<file path="src/design/pulse_peak_and_edge_timing_core_macros.svh">
// Assertion macros shared by the pulse peak and edge timing core modules.
`ifndef PULSE_PEAK_AND_EDGE_TIMING_CORE_MACROS_SVH
`define PULSE_PEAK_AND_EDGE_TIMING_CORE_MACROS_SVH

// Checks a property on every rising clock edge outside reset.
`define PPTC_ASSERT(lbl, prop, msg) \
  lbl: assert property (@(posedge clk_i) disable iff (!rst_ni) prop) \
    else $error(msg);

// Checks that a condition never holds on a rising clock edge outside reset.
`define PPTC_ASSERT_NEVER(lbl, cond, msg) \
  lbl: assert property (@(posedge clk_i) disable iff (!rst_ni) !(cond)) \
    else $error(msg);

`endif

</file>
<file path="src/design/pptc_pkg.sv">
// Shared constants, types and level tables of the pulse peak and edge timing core.
package pptc_pkg;

  // Store geometry and field widths.
  localparam int unsigned DEPTH       = 1024;
  localparam int unsigned SAMPLE_W    = 16;
  localparam int unsigned IDX_W       = $clog2(DEPTH);
  localparam int unsigned CNT_W       = $clog2(DEPTH + 1);
  localparam int unsigned NUM_BANKS   = 2;
  localparam int unsigned BANK_W      = $clog2(NUM_BANKS);
  localparam int unsigned ADDR_W      = BANK_W + IDX_W;
  localparam int unsigned FRAC_W      = 16;
  localparam int unsigned DIST_W      = SAMPLE_W + FRAC_W;
  localparam int unsigned MAX_DIST_W  = 16;
  localparam int unsigned QUEUE_DEPTH = 2;

  localparam logic [MAX_DIST_W-1:0] MAX_DIST_RESET = MAX_DIST_W'(10000);

  // Level slots, in result order.
  localparam int unsigned NUM_LEVELS = 6;
  localparam int unsigned LVL_W      = $clog2(NUM_LEVELS);

  localparam logic [LVL_W-1:0] LVL_HALF_RISE = LVL_W'(0);
  localparam logic [LVL_W-1:0] LVL_HALF_FALL = LVL_W'(1);
  localparam logic [LVL_W-1:0] LVL_RISE10    = LVL_W'(2);
  localparam logic [LVL_W-1:0] LVL_RISE90    = LVL_W'(3);
  localparam logic [LVL_W-1:0] LVL_RISE5     = LVL_W'(4);
  localparam logic [LVL_W-1:0] LVL_RISE95    = LVL_W'(5);

  // Only the half level on the falling edge searches after the peak.
  localparam logic [NUM_LEVELS-1:0] LEVEL_AFTER = NUM_LEVELS'(1) << LVL_HALF_FALL;

  // Level fractions as unsigned 0.16 fixed point.
  function automatic logic [FRAC_W-1:0] level_frac(input logic [LVL_W-1:0] lvl);
    logic [FRAC_W-1:0] frac;
    unique case (lvl) inside
      LVL_HALF_RISE, LVL_HALF_FALL: frac = FRAC_W'(32768);
      LVL_RISE10:                   frac = FRAC_W'(6554);
      LVL_RISE90:                   frac = FRAC_W'(58982);
      LVL_RISE5:                    frac = FRAC_W'(3277);
      LVL_RISE95:                   frac = FRAC_W'(62259);
      default:                      frac = '0;
    endcase
    return frac;
  endfunction

  // One finished waveform, handed from the front to the back.
  typedef struct packed {
    logic [BANK_W-1:0]   bank;
    logic [CNT_W-1:0]    count;
    logic [SAMPLE_W-1:0] peak_value;
    logic [IDX_W-1:0]    peak_index;
    logic                dropped;
  } job_t;

  // Sample store write port.
  typedef struct packed {
    logic                en;
    logic [ADDR_W-1:0]   addr;
    logic [SAMPLE_W-1:0] data;
  } store_wr_t;

  // Bank release from the back once a search is finished.
  typedef struct packed {
    logic              valid;
    logic [BANK_W-1:0] bank;
  } bank_release_t;

endpackage

</file>
<file path="src/design/pptc_front.sv">
// Front end: accepts samples, fills a store bank, tracks the peak and hands off jobs.
`include "pulse_peak_and_edge_timing_core_macros.svh"

module pptc_front (
  input  logic                              clk_i,
  input  logic                              rst_ni,
  // Sample channel.
  input  logic                              in_valid_i,
  output logic                              in_ready_o,
  input  logic [15:0]                       sample_value_i,
  input  logic                              last_sample_i,
  // Configuration channel.
  input  logic                              cfg_valid_i,
  output logic                              cfg_ready_o,
  input  logic [pptc_pkg::MAX_DIST_W-1:0]   cfg_data_i,
  output logic [pptc_pkg::MAX_DIST_W-1:0]   max_distance_o,
  // Store write port.
  output pptc_pkg::store_wr_t               wr_o,
  // Job queue push side.
  output logic                              push_o,
  output pptc_pkg::job_t                    job_o,
  input  logic                              q_full_i,
  // Bank release from the back.
  input  pptc_pkg::bank_release_t           rel_i
);

  logic [pptc_pkg::CNT_W-1:0]      cnt_q, cnt_d;
  logic [pptc_pkg::SAMPLE_W-1:0]   pk_val_q, pk_val_d;
  logic [pptc_pkg::IDX_W-1:0]      pk_idx_q, pk_idx_d;
  logic                            drop_q, drop_d;
  logic [pptc_pkg::BANK_W-1:0]     bank_q, bank_d;
  logic [pptc_pkg::NUM_BANKS-1:0]  busy_q, busy_d;
  logic [pptc_pkg::MAX_DIST_W-1:0] max_dist_q, max_dist_d;

  logic                            accept;
  logic                            has_room;
  logic [pptc_pkg::SAMPLE_W-1:0]   sample;

  assign sample   = sample_value_i[pptc_pkg::SAMPLE_W-1:0];
  assign has_room = cnt_q < pptc_pkg::CNT_W'(pptc_pkg::DEPTH);

  // An item is taken only into a bank the back is not reading.
  assign in_ready_o = !busy_q[bank_q] && !q_full_i;
  assign accept     = in_valid_i && in_ready_o;

  assign cfg_ready_o    = 1'b1;
  assign max_distance_o = max_dist_q;

  // Store write of the incoming sample, if there is room.
  assign wr_o.en   = accept && has_room;
  assign wr_o.addr = {bank_q, cnt_q[pptc_pkg::IDX_W-1:0]};
  assign wr_o.data = sample;

  // Running waveform state and hand-off on the last sample.
  always_comb begin
    cnt_d      = cnt_q;
    pk_val_d   = pk_val_q;
    pk_idx_d   = pk_idx_q;
    drop_d     = drop_q;
    bank_d     = bank_q;
    busy_d     = busy_q;
    max_dist_d = max_dist_q;
    push_o     = 1'b0;

    if (cfg_valid_i) begin
      max_dist_d = cfg_data_i;
    end

    if (accept) begin
      if (has_room) begin
        cnt_d = cnt_q + pptc_pkg::CNT_W'(1);
        if (sample > pk_val_q) begin
          pk_val_d = sample;
          pk_idx_d = cnt_q[pptc_pkg::IDX_W-1:0];
        end
      end else begin
        drop_d = 1'b1;
      end
    end

    job_o.bank       = bank_q;
    job_o.count      = cnt_d;
    job_o.peak_value = pk_val_d;
    job_o.peak_index = pk_idx_d;
    job_o.dropped    = drop_d;

    if (rel_i.valid) begin
      busy_d[rel_i.bank] = 1'b0;
    end

    if (accept && last_sample_i) begin
      push_o         = 1'b1;
      busy_d[bank_q] = 1'b1;
      bank_d         = bank_q + pptc_pkg::BANK_W'(1);
      cnt_d          = '0;
      pk_val_d       = '0;
      pk_idx_d       = '0;
      drop_d         = 1'b0;
    end
  end

  always_ff @(posedge clk_i or negedge rst_ni) begin
    if (!rst_ni) begin
      cnt_q      <= '0;
      pk_val_q   <= '0;
      pk_idx_q   <= '0;
      drop_q     <= 1'b0;
      bank_q     <= '0;
      busy_q     <= '0;
      max_dist_q <= pptc_pkg::MAX_DIST_RESET;
    end else begin
      cnt_q      <= cnt_d;
      pk_val_q   <= pk_val_d;
      pk_idx_q   <= pk_idx_d;
      drop_q     <= drop_d;
      bank_q     <= bank_d;
      busy_q     <= busy_d;
      max_dist_q <= max_dist_d;
    end
  end

  // The back only ever frees a bank that holds a job.
  `PPTC_ASSERT(a_release_of_busy_bank, rel_i.valid |-> busy_q[rel_i.bank],
               "bank released while not busy")

endmodule

</file>
<file path="config.mk">
export PLATFORM = sky130hd
export DESIGN_NAME = pptc_front
export DESIGN_NICKNAME = d
export VERILOG_FILES = /design/src/design/pptc_pkg.sv /design/src/design/pptc_front.sv
export VERILOG_INCLUDE_DIRS = /design/src /design/src/design
export SDC_FILE = /design/constraint.sdc
export NUM_CORES = 1
export LEC_CHECK = 0
export BUFFER_PORTS_ARGS = -buffer_cell sky130_fd_sc_hd__buf_2
export CORE_MARGIN = 2
export CORE_UTILIZATION = 40
export CTS_CLUSTER_DIAMETER = 80
export CTS_CLUSTER_SIZE = 14
export DETAILED_ROUTE_END_ITERATION = 6
export HOLD_SLACK_MARGIN = 0.08
export PLACE_DENSITY = 0.65
export SLEW_MARGIN = 20
export SYNTH_ARGS = -nofsm -noshare
export SYNTH_HDL_FRONTEND = slang
export SYNTH_SLANG_ARGS = --single-unit
</file>
<file path="constraint.sdc">
create_clock -name clk_i -period 4.5 [get_ports clk_i]
set_clock_uncertainty 0.1 [all_clocks]
set_input_delay 1.125 -clock clk_i [delete_from_list [all_inputs] [get_ports clk_i]]
set_output_delay 1.125 -clock clk_i [all_outputs]
set_load 0.02 [all_outputs]
</file>
# After elaboration in Yosys (flattened, before gate mapping)
# Cells that the tools add are included.
[word_totals]
regBits = 57
out_inout_bits = 86
[op_classes]
add_sub_neg = 2
n_lt_le_gt_ge = 6
muxes = 23
n_bitwise = 3
n_reduce_logical = 8
[ops]
columns = ["cell", "n"]
rows = [
  ["$mux W16", 4],
  ["$mux W10", 4],
  ["$mux W11", 3],
  ["$gt A16 B16 Y1", 1],
  ["$add A11 B1 Y11 const B", 1],
  ["$lt A11 B11 Y1 const B", 1],
  ["$mux W1", 8],
  ["$logic_and A1 B1 Y1", 6],
  ["$lt A1 B2 Y1 const B", 2],
  ["$mux W2", 2],
  ["$and A2 B2 Y2", 1],
  ["$demux W1 S1", 2],
  ["$ge A1 B1 Y1 const B", 2],
  ["$logic_not A1 Y1", 2],
  ["$not A2 Y2", 1],
  ["$or A2 B2 Y2", 1],
  ["$add A1 B1 Y1 const B", 1],
]

# Logic depth before layout (Yosys ltp)
[depth]
word_depth = 9
depth_mapped = 9
ltp_nobuf = 7

# Worst setup path before layout
# OpenSTA, ideal clock, no wires.
[synth_timing]
path_kind = "input to output"
start = "in sample_value_i[15]"
end = "out job_o[21] in the netlist's numbering"
arrival_ns = 3.010
t_required_ns = 3.275
path_slack_ns = 0.265
cell_stages = 7
n_path_buf = 1
cell_sequence = "ha_1 nand4_1 nor2_1 a21o_1 o31a_4 buf_6 o21ai_0"
[synth_lines]
columns = ["element", "line", "text"]
rows = [
  ["from (decl)", "pptc_front.sv:10", "input logic [15:0] sample_value_i,"],
  ["to (decl)", "pptc_front.sv:21", "output pptc_pkg::job_t job_o,"],
]

==> results.py <==
metrics = {
    "status": {
        "status": "finished, final reports clean",
    },
    "sta": {
        "slew_viol_final": 0,
        "setup_viol": 0,
        "slew_headroom": 0.294,
        "hold_violations": 0,
        "finalCritPeriodShare": 0.978,
        "grt_setup_unrepaired": "yes",
        "post-route-min-period_ps": 4400,
        "final.setup.worst_slack_ps": 100,
        "tightest_slew_ps": 1060,
        "max_freq_mhz": 227,
    },
    "detailed_routing": {
        "firstDrtPassIters": 5,
        "via_per_inst": 5.46,
        "drc": 0,
        "drt_iter0_markers": 241,
        "ant_nets": 0,
        "vias": 3527,
        "totalWireLength_mm": 10.5,
        "drt-wirelength-per-cell_um": 16.3,
    },
    "yosys": {
        "synthAdderAreaFrac": 0.0558,
        "synth.distinct_cells": 40,
        "netlist_area_um2": 3810,
        "synthTopCellsByCount": "dfrtp_1 (52), nand2_1 (40), inv_1 (32), nand3_1 (30), buf_4 (29)",
        "synthCells": 422,
        "avgSynthCellArea_um2": 9.03,
        "synthMuxAreaShare": 0.0512,
        "synth_top_family_by_area": "compound AO/OA/AOI/OAI gates",
        "syn_nets": 479,
        "synth_seq_cells": 57,
        "synth.largest_area_cell": "dfrtp_1",
        "synth.most_common_cell": "dfrtp_1",
        "synthSimpleGateAreaFrac": 0.130,
        "yosysSeqAreaShare": 0.376,
        "synth_edf_count": 0,
        "synth_top_area_frac": 0.341,
        "yosys_warnings": 0,
        "synth_compound_area_frac": 0.229,
        "synthTopCellsByArea": "dfrtp_1 (34%), buf_4 (5.7%), ha_1 (5.6%)",
        "synthXorXnorAreaFrac": 0.0230,
        "synthArstFlopShare": 1.00,
        "synth-main-ff-cell": "dfrtp_1",
    },
    "final_layout": {
        "drive_gt1_frac": 0.364,
        "layout.cells.non_filler": 646,
        "diodes": 0,
        "area_growth_syn_to_layout_pct": 19.8,
        "layout.nets": 569,
    },
    "die": {
        "pin_count": 126,
        "die-area_um2": 10300,
        "coreArea_um2": 9240,
        "initial_core_util": 0.412,
        "die_w_um": 102,
        "rows": 35,
        "chipHeight_um": 102,
    },
    "power_and_ir_drop": {
        "switching_share": 0.463,
        "leakage_nw": 2.39,
        "p_comb_frac": 0.556,
        "cellInternalPower_mw": 1.53,
        "ir_drop_mv": 0.284,
        "p_switching_mw": 1.32,
        "clock_power_share": 0.171,
        "p_per_area_nw_per_um2": 622,
        "seqPwrFrac": 0.273,
    },
    "placed_design": {
        "detailed_place_hpwl_mm": 7.34,
        "place_congestion": 0.879,
        "dpl_worst_slack_ps": 63.7,
        "portBuffers": 124,
        "dp.cells": 629,
    },
    "worst_setup_path": {
        "critPathKind": "primary input to output port",
        "cp-start-kind": "primary input",
        "arrival_ps": 3170,
        "required_ps": 3270,
        "rr_worst_depth": 9,
        "endpoint_kind": "output port",
        "cp_max_fo": 10,
    },
    "clocking": {
        "cts-root-buf": "clkbuf_8",
        "ctsLongestPathBuffers": 2,
        "cts_num_sinks": 57,
        "cts_tree": "built",
        "cts_buffers": 9,
        "cts.htree.levels": 3,
        "clock_latency_ps": 340,
        "path_clk_slew_ps": 60,
        "hold_buffers": 0,
    },
    "grt": {
        "grt_max_degree": 36,
        "gr-usage-all-layers": 0.207,
        "first_global_vias": 3360,
        "grt_pass1_wl_mm": 16.7,
        "overflow": 0,
        "antenna_found_initial": 0,
    },
    "hold_path": {
        "hold_depth": 1,
        "hp-class": "register to register",
    },
    "flow_run": {
        "drv_cap": 0,
    },
}
kinds of logic after synthesis:
family                     Yosys count
DFF                                 57
adders and majority gates           17
AOI/OAI and AO/OA                  127
buffers and inverters               94
other                                1
and+or+nand+nor                     99
muxes                               17
xor gates and xnor gates            10
layout by cell type (no fill, tap or decap), types with 17 or more instances in the layout:
cell type  count
nand3_1       30
ha_1          17
a31oi_1       26
nand2_1       40
buf_2        124
o311ai_1      21
inv_1         32
o21ai_1       18
a211oi_1      26
dfrtp_1       52
power groups by stage:
stage               logic (mW)  registers, mW  clock network (mW)
floorplan                 1.15          0.775                   0
global placement          1.53          0.777                   0
detailed placement        1.56          0.781                   0
CTS                       1.57          0.774               0.498
global route              1.76          0.796               0.525
finish                    1.58          0.777               0.485
flip-flops by register name, summed over array words and instances, names as in the netlist:
register / count
cnt_q: 11
max_distance_o: 16
pk_idx_q: 10
pk_val_q: 16
drop_q: 1
bank_q: 1
busy_q: 2
per-layer routing:
| metal | share of wire | track usage | up-vias |
|---|---|---|---|
| li1 | - | - | 1689 |
| met3 | 0.061 | 0.0407 | 10 |
| met5 | 0 | 0 | - |
| met1 | 0.45 | 0.284 | 1680 |
| met4 | 0.011 | 0.0780 | 0 |
| met2 | 0.48 | 0.322 | 148 |
path summary, 6_finish.rpt:
kind,from,endpoint,slack [ps]
max,sample_value_i[14],job_o[13],100
min,max_distance_o[14]$_DFFE_PN0P_,max_distance_o[14]$_DFFE_PN0P_,400
max reg2reg,pk_val_q[11]$_DFF_PN0_,pk_idx_q[0]$_DFF_PN0_,1820
min reg2reg,max_distance_o[14]$_DFFE_PN0P_,max_distance_o[14]$_DFFE_PN0P_,400
max in group asynchronous,rst_ni,max_distance_o[8]$_DFFE_PN1P_,2700
min in group asynchronous,rst_ni,pk_val_q[9]$_DFF_PN0_,680
critical path, stage by stage:
cell and delay [ps]:
buf_2 120, ha_1 310, nand4_1 260, nor4_4 70
o21a_1 150, buf_4 190, o311ai_0 580, o21ai_0 170
buf_2 200
per-stage QoR:
stage | total power [mW] | hold WS (ps) | utilization | instance area, um2 | TNS (ps)
global route | 3.08 | 423 | 0.494 | 4570 | -8.08
global placement | 2.31 | 383 | 0.469 | 4340 | 0
detailed placement | 2.34 | 386 | 0.469 | 4340 | 0
floorplan | 1.92 | 366 | - | 3810 | 0
finish | 2.84 | 400 | 0.494 | 4570 | 0
CTS | 2.84 | 405 | 0.491 | 4540 | 0
final cells by class:
class | instances | area [um2]
fill | 888 | 4670
multi-input combinational | 271 | 1900
inverter | 33 | 126
tap | 129 | 161
timing repair buffer | 140 | 744
clock inverter | 5 | 56.3
clock buffer | 11 | 141
sequential | 57 | 1430
repair_timing:
item	CTS	global route
resized for setup	0	6
hold endpoints to repair	0	0
endpoints found under the setup margin	0	26
buffers inserted	0	1
(Power assumes the default switching activity.)
