## src/design/pulse_peak_and_edge_timing_core_macros.svh

```systemverilog
// Assertion macros shared by the pulse peak and edge timing core modules.
`ifndef PULSE_PEAK_AND_EDGE_TIMING_CORE_MACROS_SVH
`define PULSE_PEAK_AND_EDGE_TIMING_CORE_MACROS_SVH

// Checks a property on every rising clock edge outside reset.
`define PPTC_ASSERT(lbl, prop, msg) \
  lbl: assert property (@(posedge clk_i) disable iff (!rst_ni) prop) \
    else $error(msg);

// Checks that a condition never holds on a rising clock edge outside reset.
`define PPTC_ASSERT_NEVER(lbl, cond, msg) \
  lbl: assert property (@(posedge clk_i) disable iff (!rst_ni) !(cond)) \
    else $error(msg);

`endif

```

## src/design/pptc_pkg.sv

```systemverilog
// Shared constants, types and level tables of the pulse peak and edge timing core.
package pptc_pkg;

  // Store geometry and field widths.
  localparam int unsigned DEPTH       = 1024;
  localparam int unsigned SAMPLE_W    = 16;
  localparam int unsigned IDX_W       = $clog2(DEPTH);
  localparam int unsigned CNT_W       = $clog2(DEPTH + 1);
  localparam int unsigned NUM_BANKS   = 2;
  localparam int unsigned BANK_W      = $clog2(NUM_BANKS);
  localparam int unsigned ADDR_W      = BANK_W + IDX_W;
  localparam int unsigned FRAC_W      = 16;
  localparam int unsigned DIST_W      = SAMPLE_W + FRAC_W;
  localparam int unsigned MAX_DIST_W  = 16;
  localparam int unsigned QUEUE_DEPTH = 2;

  localparam logic [MAX_DIST_W-1:0] MAX_DIST_RESET = MAX_DIST_W'(10000);

  // Level slots, in result order.
  localparam int unsigned NUM_LEVELS = 6;
  localparam int unsigned LVL_W      = $clog2(NUM_LEVELS);

  localparam logic [LVL_W-1:0] LVL_HALF_RISE = LVL_W'(0);
  localparam logic [LVL_W-1:0] LVL_HALF_FALL = LVL_W'(1);
  localparam logic [LVL_W-1:0] LVL_RISE10    = LVL_W'(2);
  localparam logic [LVL_W-1:0] LVL_RISE90    = LVL_W'(3);
  localparam logic [LVL_W-1:0] LVL_RISE5     = LVL_W'(4);
  localparam logic [LVL_W-1:0] LVL_RISE95    = LVL_W'(5);

  // Only the half level on the falling edge searches after the peak.
  localparam logic [NUM_LEVELS-1:0] LEVEL_AFTER = NUM_LEVELS'(1) << LVL_HALF_FALL;

  // Level fractions as unsigned 0.16 fixed point.
  function automatic logic [FRAC_W-1:0] level_frac(input logic [LVL_W-1:0] lvl);
    logic [FRAC_W-1:0] frac;
    unique case (lvl) inside
      LVL_HALF_RISE, LVL_HALF_FALL: frac = FRAC_W'(32768);
      LVL_RISE10:                   frac = FRAC_W'(6554);
      LVL_RISE90:                   frac = FRAC_W'(58982);
      LVL_RISE5:                    frac = FRAC_W'(3277);
      LVL_RISE95:                   frac = FRAC_W'(62259);
      default:                      frac = '0;
    endcase
    return frac;
  endfunction

  // One finished waveform, handed from the front to the back.
  typedef struct packed {
    logic [BANK_W-1:0]   bank;
    logic [CNT_W-1:0]    count;
    logic [SAMPLE_W-1:0] peak_value;
    logic [IDX_W-1:0]    peak_index;
    logic                dropped;
  } job_t;

  // Sample store write port.
  typedef struct packed {
    logic                en;
    logic [ADDR_W-1:0]   addr;
    logic [SAMPLE_W-1:0] data;
  } store_wr_t;

  // Bank release from the back once a search is finished.
  typedef struct packed {
    logic              valid;
    logic [BANK_W-1:0] bank;
  } bank_release_t;

endpackage

```

## src/design/pptc_back.sv

```systemverilog
// Back end: computes level targets, walks a stored waveform and forms the result item.
`include "pulse_peak_and_edge_timing_core_macros.svh"

module pptc_back (
  input  logic                              clk_i,
  input  logic                              rst_ni,
  // Job queue pop side.
  input  logic                              q_empty_i,
  input  pptc_pkg::job_t                    job_i,
  output logic                              pop_o,
  input  logic [pptc_pkg::MAX_DIST_W-1:0]   max_distance_i,
  // Store read port.
  output logic [pptc_pkg::ADDR_W-1:0]       rd_addr_o,
  input  logic [pptc_pkg::SAMPLE_W-1:0]     rd_data_i,
  // Bank release to the front.
  output pptc_pkg::bank_release_t           rel_o,
  // Result channel.
  output logic                              out_valid_o,
  input  logic                              out_ready_i,
  output logic                              peak_found_o,
  output logic [pptc_pkg::IDX_W-1:0]        peak_index_o,
  output logic [pptc_pkg::SAMPLE_W-1:0]     peak_value_o,
  output logic [pptc_pkg::IDX_W-1:0]        half_rise_index_o,
  output logic [pptc_pkg::IDX_W-1:0]        half_fall_index_o,
  output logic [pptc_pkg::IDX_W-1:0]        rise10_index_o,
  output logic [pptc_pkg::IDX_W-1:0]        rise90_index_o,
  output logic [pptc_pkg::IDX_W-1:0]        rise5_index_o,
  output logic [pptc_pkg::IDX_W-1:0]        rise95_index_o,
  output logic                              overflow_o
);

  typedef enum logic [4:0] {
    ST_IDLE  = 5'b00001,
    ST_MULT  = 5'b00010,
    ST_SCAN  = 5'b00100,
    ST_DRAIN = 5'b01000,
    ST_DONE  = 5'b10000
  } bk_state_e;

  bk_state_e state_q, state_d;

  pptc_pkg::job_t                job_q;
  logic [pptc_pkg::DIST_W-1:0]   limit_q;
  logic [pptc_pkg::LVL_W-1:0]    lvl_q;
  logic [pptc_pkg::CNT_W-1:0]    scan_q;
  logic [pptc_pkg::DIST_W-1:0]   tgt_q [pptc_pkg::NUM_LEVELS];

  // Read and distance pipeline.
  logic                          rd_vld_q;
  logic [pptc_pkg::IDX_W-1:0]    rd_idx_q;
  logic                          dist_vld_q;
  logic [pptc_pkg::DIST_W-1:0]   dist_q [pptc_pkg::NUM_LEVELS];
  logic [pptc_pkg::IDX_W-1:0]    dist_idx_q;
  logic                          before_q, after_q;

  logic [pptc_pkg::DIST_W-1:0]   best_dist_q [pptc_pkg::NUM_LEVELS];
  logic [pptc_pkg::IDX_W-1:0]    best_pos_q [pptc_pkg::NUM_LEVELS];

  logic                          out_vld_q;
  logic                          issue;
  logic                          load_out;
  logic                          found;
  logic                          last_issue;
  logic [pptc_pkg::DIST_W-1:0]   sample_ext;
  logic [pptc_pkg::DIST_W-1:0]   prod;

  assign found      = job_q.peak_value != '0;
  assign issue      = state_q == ST_SCAN;
  assign last_issue = pptc_pkg::CNT_W'(scan_q + pptc_pkg::CNT_W'(1)) == job_q.count;
  assign rd_addr_o  = {job_q.bank, scan_q[pptc_pkg::IDX_W-1:0]};
  assign sample_ext = {rd_data_i, pptc_pkg::FRAC_W'(0)};
  assign prod       = pptc_pkg::DIST_W'(job_q.peak_value) *
                      pptc_pkg::DIST_W'(pptc_pkg::level_frac(lvl_q));

  // Sequencer: take a job, compute targets, walk the bank, drain, hand off.
  always_comb begin
    state_d  = state_q;
    pop_o    = 1'b0;
    load_out = 1'b0;
    unique case (state_q)
      ST_IDLE: begin
        if (!q_empty_i) begin
          pop_o   = 1'b1;
          state_d = ST_MULT;
        end
      end
      ST_MULT: begin
        if (lvl_q == pptc_pkg::LVL_W'(pptc_pkg::NUM_LEVELS - 1)) begin
          state_d = ST_SCAN;
        end
      end
      ST_SCAN: begin
        if (last_issue) begin
          state_d = ST_DRAIN;
        end
      end
      ST_DRAIN: begin
        if (!rd_vld_q && !dist_vld_q) begin
          state_d = ST_DONE;
        end
      end
      ST_DONE: begin
        if (!out_vld_q || out_ready_i) begin
          load_out = 1'b1;
          state_d  = ST_IDLE;
        end
      end
      default: state_d = ST_IDLE;
    endcase
  end

  assign rel_o.valid = load_out;
  assign rel_o.bank  = job_q.bank;

  // Control registers.
  always_ff @(posedge clk_i or negedge rst_ni) begin
    if (!rst_ni) begin
      state_q    <= ST_IDLE;
      lvl_q      <= '0;
      scan_q     <= '0;
      rd_vld_q   <= 1'b0;
      dist_vld_q <= 1'b0;
      out_vld_q  <= 1'b0;
    end else begin
      state_q    <= state_d;
      rd_vld_q   <= issue;
      dist_vld_q <= rd_vld_q;
      if (pop_o) begin
        lvl_q  <= '0;
        scan_q <= '0;
      end else begin
        if (state_q == ST_MULT) begin
          lvl_q <= lvl_q + pptc_pkg::LVL_W'(1);
        end
        if (issue) begin
          scan_q <= scan_q + pptc_pkg::CNT_W'(1);
        end
      end
      if (load_out) begin
        out_vld_q <= 1'b1;
      end else if (out_ready_i) begin
        out_vld_q <= 1'b0;
      end
    end
  end

  // Job capture, target products and the read/distance pipeline payload.
  always_ff @(posedge clk_i) begin
    if (pop_o) begin
      job_q   <= job_i;
      limit_q <= {max_distance_i, pptc_pkg::FRAC_W'(0)};
    end
    if (state_q == ST_MULT) begin
      tgt_q[lvl_q] <= prod;
    end
    rd_idx_q   <= scan_q[pptc_pkg::IDX_W-1:0];
    dist_idx_q <= rd_idx_q;
    before_q   <= found && (rd_idx_q < job_q.peak_index);
    after_q    <= !found || (rd_idx_q > job_q.peak_index);
    for (int k = 0; k < pptc_pkg::NUM_LEVELS; k++) begin
      dist_q[k] <= (tgt_q[k] > sample_ext) ? tgt_q[k] - sample_ext
                                           : sample_ext - tgt_q[k];
    end
  end

  // Running best match per level; the first strict minimum wins.
  always_ff @(posedge clk_i) begin
    for (int k = 0; k < pptc_pkg::NUM_LEVELS; k++) begin
      if (pop_o) begin
        best_dist_q[k] <= {max_distance_i, pptc_pkg::FRAC_W'(0)};
        best_pos_q[k]  <= '0;
      end else if (dist_vld_q &&
                   (pptc_pkg::LEVEL_AFTER[k] ? after_q : before_q) &&
                   (dist_q[k] < best_dist_q[k])) begin
        best_dist_q[k] <= dist_q[k];
        best_pos_q[k]  <= dist_idx_q;
      end
    end
  end

  // Result register; frees the back while the item waits to be taken.
  always_ff @(posedge clk_i) begin
    if (load_out) begin
      peak_found_o      <= found;
      peak_index_o      <= job_q.peak_index;
      peak_value_o      <= job_q.peak_value;
      half_rise_index_o <= best_pos_q[pptc_pkg::LVL_HALF_RISE];
      half_fall_index_o <= best_pos_q[pptc_pkg::LVL_HALF_FALL];
      rise10_index_o    <= best_pos_q[pptc_pkg::LVL_RISE10];
      rise90_index_o    <= best_pos_q[pptc_pkg::LVL_RISE90];
      rise5_index_o     <= best_pos_q[pptc_pkg::LVL_RISE5];
      rise95_index_o    <= best_pos_q[pptc_pkg::LVL_RISE95];
      overflow_o        <= job_q.dropped;
    end
  end

  assign out_valid_o = out_vld_q;

  // The read pipeline is empty whenever no job is in hand.
  `PPTC_ASSERT(a_pipe_empty_in_idle, (state_q == ST_IDLE) |-> (!rd_vld_q && !dist_vld_q),
               "search pipeline busy while idle")
  // The best half-rise distance never rises above the snapshot limit during a search.
  `PPTC_ASSERT(a_best_within_limit,
               (state_q == ST_SCAN || state_q == ST_DRAIN) |->
               (best_dist_q[pptc_pkg::LVL_HALF_RISE] <= limit_q),
               "best distance above limit")

endmodule
```

## config.mk

```make
export PLATFORM = sky130hd
export DESIGN_NAME = pptc_back
export DESIGN_NICKNAME = d
export VERILOG_FILES = /design/src/design/pptc_pkg.sv /design/src/design/pptc_back.sv
export VERILOG_INCLUDE_DIRS = /design/src /design/src/design
export SDC_FILE = /design/constraint.sdc
export NUM_CORES = 2
export LEC_CHECK = 0
export ABC_CLOCK_PERIOD_IN_PS = 8700
export BUFFER_PORTS_ARGS = -buffer_cell sky130_fd_sc_hd__buf_2
export CAP_MARGIN = 10
export CELL_PAD_IN_SITES_DETAIL_PLACEMENT = 0
export CELL_PAD_IN_SITES_GLOBAL_PLACEMENT = 1
export CORE_MARGIN = 5
export CORE_UTILIZATION = 51
export CTS_CLUSTER_SIZE = 14
export DETAILED_ROUTE_END_ITERATION = 6
export PLACE_DENSITY = 0.83
export SLEW_MARGIN = 20
export SYNTH_ARGS = -nofsm -noshare
export SYNTH_HDL_FRONTEND = slang
export SYNTH_SLANG_ARGS = --single-unit
```

## constraint.sdc

```tcl
create_clock -name clk_i -period 8.7 [get_ports clk_i]
set_input_delay 0.87 -clock clk_i [delete_from_list [all_inputs] [get_ports clk_i]]
set_output_delay 0.87 -clock clk_i [all_outputs]
set_load 0.01 [all_outputs]
```

== Yosys cells after proc, flatten, opt, wreduce, memory -nomap -nowiden ==
Memory sizes are Yosys's and may differ from the RTL's. A register that Yosys moved wholly into a read port is not among the register bits.
Index checks and enable logic that the tools add are counted.
Storage, ports and cells
  flip-flop bits (word level): 111
  output and inout port bits: 103
  memories kept: 4
  word-level logic and storage cells: 160
  memory bits (writable): 636
  input bits: 75
Memory list
  best_dist_q: depth 6, width 32, read ports 6, clocked after memory_dff 0, wr ports 6, line pptc_back.sv:56  | logic [pptc_pkg::DIST_W-1:0] best_dist_q [pptc_pkg::NUM_LEVELS];
  dist_q: depth 6, width 32, read ports 6, clocked after memory_dff 0, wr ports 6, line pptc_back.sv:52  | logic [pptc_pkg::DIST_W-1:0] dist_q [pptc_pkg::NUM_LEVELS];
  tgt_q: depth 6, width 32, read ports 6, clocked after memory_dff 0, wr ports 1, line pptc_back.sv:46  | logic [pptc_pkg::DIST_W-1:0] tgt_q [pptc_pkg::NUM_LEVELS];
  best_pos_q: depth 6, width 10, read ports 6, clocked after memory_dff 6, wr ports 6, line pptc_back.sv:57  | logic [pptc_pkg::IDX_W-1:0] best_pos_q [pptc_pkg::NUM_LEVELS];
Cells by class
  multiplexer cells: 57
  eq/ne operators: 16
  bitwise operators: 12
  magnitude comparators: 14
  add/sub/neg operators: 14
  reductions and logical operators: 23
  $mul: 1
Operators by type and width (number)
  $mux 32: 12
  $sub 32x32->32: 12
  $gt 32x32->1: 6
  $lt 32x32->1: 6
  $pmux 16 s5: 1
  $mux 10: 6
  $mul 16x16->32: 1
  $mux 1: 28
  $mux 5: 5
  $pmux 5 s5: 1
  $mux 11: 2
  $reduce_bool 16->1: 1
  $or 1x1->1: 12
  $add 11x1->11 const B: 1
  $eq 11x11->1: 1
  $gt 10x10->1: 1
  $logic_and 1x1->1: 10
  $lt 10x10->1: 1
  $ne 2x2->1 const B: 4
  $eq 3x2->1 const B: 2
  $eq 3x3->1 const B: 2
  $mux 3: 2
  $reduce_bool 2->1: 3
  $eq 5x1->1 const B: 1
  other kinds (12): 16

== Logic depth before layout (Yosys ltp) ==
An unclocked memory read counts as a cell.
  depth after elaboration: 7
  depth in mapped cells: 31
  mapped depth without buffers: 30

== Least setup slack after synthesis ==
No wires, ideal clock.
  path type: flip-flop to flip-flop
  start: reg lvl_q[0] (netlist name)
  end: mem tgt_q[0][28] (netlist name), data pin
  path buffers: 2
  setup slack: 1.226 ns
  clock period less this slack: 7.474 ns
  arrival time: 7.267 ns
  setup time: 0.208 ns
  required time: 8.492 ns
  stages on the path, launching flop included: 29
  path through: dfrtp_1 > ha_1 > ha_1 > nand2b_1 > clkbuf_1 > buf_1 > nand2_1 > inv_1 > fa_1 > inv_1 > fa_1 > fa_1 > inv_1 > fa_1 > fa_1 > inv_1 > fa_1 > inv_1 > ha_1 > and4_1 > and3_1 > a21oi_1 > a311oi_1 > o22a_1 > a41oi_1 > o41ai_1 > a21o_1 > a21oi_1 > xnor2_1
On the way
  longest elaborated chain between the ends: 4
  elaborated cells between the ends (all ways): 9
  classes of those cells: mul (1); eq/ne (5); mux (1); reduce/logical (2)
RTL lines
  from (decl): line pptc_back.sv:44  | logic [pptc_pkg::LVL_W-1:0] lvl_q;
  from (signal assigned): line pptc_back.sv:133  | lvl_q <= lvl_q + pptc_pkg::LVL_W'(1);
  $eq 3x1->1 or $logic_not 3->1 (tied branches): line pptc_back.sv:73  | pptc_pkg::DIST_W'(pptc_pkg::level_frac(lvl_q));
  $reduce_or 2->1: line pptc_pkg.sv:36  | unique case (lvl) inside
  $pmux 16 s5 (*): line pptc_pkg.sv:36
  $mul 16x16->32 (*): line pptc_back.sv:72  | assign prod = pptc_pkg::DIST_W'(job_q.peak_value) *
  named net prod, one bit: line pptc_back.sv:65  | logic [pptc_pkg::DIST_W-1:0] prod;
  to (decl): line pptc_back.sv:46
Mark *: on every way through the listed nets, which the timed path passes. The rest lies on a longest branch.

== Worst setup path in the final report ==
  start: reg lvl_q[0] (netlist name)
  end: mem tgt_q[5][29] (netlist name), data pin
The elaborated chain is that of the path after synthesis.

==> impl_metrics.csv <==
group,metric,value,unit
yosys,syn_area_per_cell,11.05,um2
yosys,synth_top_area_frac,0.3512,
die,die-width,319.4,um
global_route,grt_pass1_vias,33338,
placement,routabilityCongestion,0.9495,
clocking,clk_pin_slew_worst_paths,0.06,ns
yosys,synth_nets,5183,
setup_path,crit_required,9.06,ns
min_path,hold_path.class,"input pin to async pin",
sta,finalHoldViolCount,0,
global_route,grt_usage,0.2462,
die,dieHeight,319.4,um
setup_path,timing.rr.start,"lvl_q[0]$_DFFE_PN0P_",
sta,tightest_slew,1.124,ns
yosys,ys_types,89,
yosys,yosys-top-cells-area,"edfxtp_1 35%, ha_1 13%, dfxtp_1 8.8%",
detailed_routing,viasPerCell,5.576,
placement,hpwl,96.33,mm
clocking,h-tree-depth,3,
clocking,cts.path.max_buffers,3,
setup_path,rr_worst_depth,27,
global_route,overflow,0,
yosys,synth_enable_flop_cells,571,
die,die_area,0.1020,mm2
setup_path,criticalPathCategory,"flop to flop",
detailed_routing,first_pass_iters,5,
sta,fin_crit_sh,0.9373,
detailed_routing,drt_iter0_markers,2459,
status,outcome,"finished clean",
yosys,ys_ff_latch,807,
clocking,cts_inserted_buffers,88,
sta,slew_violations,0,
global_route,grt_pass1_wl,194.8,mm
setup_path,critPathMaxFanout,12,
sta,slew_headroom,0.2506,
placement,io_buffer_count,177,
setup_path,startpoint,"lvl_q[0]$_DFFE_PN0P_",
clocking,postCtsHoldBufs,0,
sta,finalSetupTns,0,ns
job,drv_cap,0,
sta,fin_worst_skew,0.01738,ns
clocking,root_buffer,"clkbuf_16",
clocking,cts.sinks,807,
die,initial_utilization,0.5138,
clocking,clk_latency,0.66,ns
sta,finalSetupViolCount,0,
setup_path,cp-end-kind,"flop",
die,core-area,0.09501,mm2
yosys,yosysSeqAreaShare,0.4503,
yosys,synthArstFlopShare,0.02726,
setup_path,timing.rr.end,"tgt_q[5][29]$_DFFE_PP_",
clocking,post_cts_buffers,0,
yosys,synthCells,4420,
setup_path,cp-start-kind,"flop",
layout,nFillCells,8098,
layout,finalNetCount,5350,
sta,rsz0062_at_grt,"false",
yosys,netlist_area,0.04882,mm2
layout,syn_to_final_growth,10.79,%
die,rows,113,
yosys,ys.flop_type,"edfxtp_1",
die,io_pins,178,
setup_path,worstPathArrival,8.52,ns
yosys,yosysTopAreaCell,"edfxtp_1",
detailed_routing,drc,0,
yosys,ys_top_cells_by_count,"624 x inv_1, 571 x edfxtp_1, 503 x ha_1, 242 x nand2_1, 237 x a21oi_1",
global_route,antenna_found_initial,10,
sta,fmax,122.6,MHz
global_route,grt_max_degree,71,
detailed_routing,num_vias,33053,
clocking,cts_resized,0,
setup_path,rrSetupSlack,0.55,ns
detailed_routing,routedWlPerCell,21.53,um
layout,drive_above_1_share,0.1120,
detailed_routing,ant_nets,0,
sta,period_minus_slack,8.154,ns
clocking,cts_tree,"yes",
yosys,synth_warnings,0,
detailed_routing,finalWirelength,127.6,mm
yosys,synth_most_common_cell,"inv_1",
-- flip-flops by register name, summed over array words and instances (netlist names), 11 cells and up --
signal and cells:
peak_value_o 16, job_q 38, tgt_q 192, dist_q 192, scan_q 11, best_pos_q 60, best_dist_q 192
-- cells by family after synthesis --
group | Yosys count | share of synthesized area
compound gates | 816 | 0.1075
flops | 807 | 0.4503
xor+xnor | 237 | 0.04252
fa+ha+maj | 689 | 0.2050
buf+inv | 773 | 0.06174
simple gates | 965 | 0.1030
mux | 133 | 0.02999
-- metrics by stage --
step	util	area [um2]	cells	hold slack [ns]	setup WS (ns)
finish	0.5693	54090	5928	0.1695	0.5457
global route	0.5693	54090	5927	0.1964	0.01083
CTS	0.5688	54040	5926	0.1481	0.2130
detailed placement	0.5380	51120	5761	0.3640	0.2703
global placement	0.5380	51120	5761	0.3615	0.4198
floorplan	-	48820	4420	0.3308	1.226
-- per-layer routing --
metal,part of all wire,vias up,global-route usage
li1,-,15735,-
met1,0.43,16259,0.3312
met2,0.48,842,0.4135
met3,0.055,215,0.03348
met4,0.035,2,0.08509
met5,0.00010,-,0
-- how the worst max path moves through the flow --
stage	to	slack, ns	cells past startpoint
2_1_floorplan	tgt_q[0][28]$_DFFE_PP_	1.23	28
6_report	tgt_q[5][29]$_DFFE_PP_	0.55	27
3_3_place_gp	tgt_q[2][28]$_DFFE_PP_	0.42	28
4_1_cts	tgt_q[1][28]$_DFFE_PP_	0.21	28
3_5_place_dp	tgt_q[5][28]$_DFFE_PP_	0.27	28
5_1_grt	tgt_q[1][29]$_DFFE_PP_	0.01	27
-- area by class of cell --
class	instances	area, um2	area share
clock buffer	119	2472	0.04571
multi-input combinational	2840	24000	0.4437
timing repair buffer	223	1244	0.02299
antenna	1	2.502	0.00004627
sequential	807	21980	0.4064
clock inverter	46	452.9	0.008374
inverter	627	2354	0.04351
tap	1265	1583	0.02926
-- critical path, cell delays in order, from the launching register on --
cell and delay (ns):
dfrtp_1 0.54, ha_1 0.24, ha_1 0.22, nor3_1 0.07, o21ai_0 0.15, o21a_2 0.35
buf_4 0.22, nand2_1 0.12, fa_1 0.59, fa_1 0.44, fa_1 0.54, inv_1 0.06
fa_1 0.46, fa_1 0.54, inv_1 0.05, fa_1 0.52, inv_1 0.04, ha_1 0.34
and4_1 0.25, o21a_1 0.13, o31ai_1 0.08, a21oi_1 0.32, a41oi_1 0.21, a211o_1 0.34
o211ai_1 0.24, a211o_1 0.14, a31oi_1 0.10, xnor2_1 0.55
-- placed cells by master, fill, tap and decap left out, types with 19 or more instances in the layout --
| cell | n |
|---|---|
| a211oi_1 | 24 |
| a21o_1 | 154 |
| a21oi_1 | 236 |
| a31oi_1 | 26 |
| and2_1 | 136 |
| and3_1 | 59 |
| buf_2 | 177 |
| buf_4 | 45 |
| clkbuf_1 | 19 |
| clkbuf_16 | 91 |
| clkinv_2 | 19 |
| dfrtp_1 | 21 |
| dfxtp_1 | 214 |
| edfxtp_1 | 571 |
| fa_1 | 185 |
| ha_1 | 503 |
| inv_1 | 623 |
| mux2_2 | 106 |
| mux2i_1 | 27 |
| nand2_1 | 240 |
| nand2b_1 | 25 |
| nand3_1 | 44 |
| nand4_1 | 64 |
| nor2_1 | 158 |
| nor2b_1 | 56 |
| nor3_1 | 65 |
| nor4_1 | 22 |
| o21a_1 | 19 |
| o21ai_0 | 156 |
| o21bai_1 | 29 |
| o31ai_1 | 24 |
| xnor2_1 | 125 |
| xor2_1 | 108 |
Power is not shown: default switching activity piles up to over one toggle a cycle in this logic, so the estimate is an artifact.
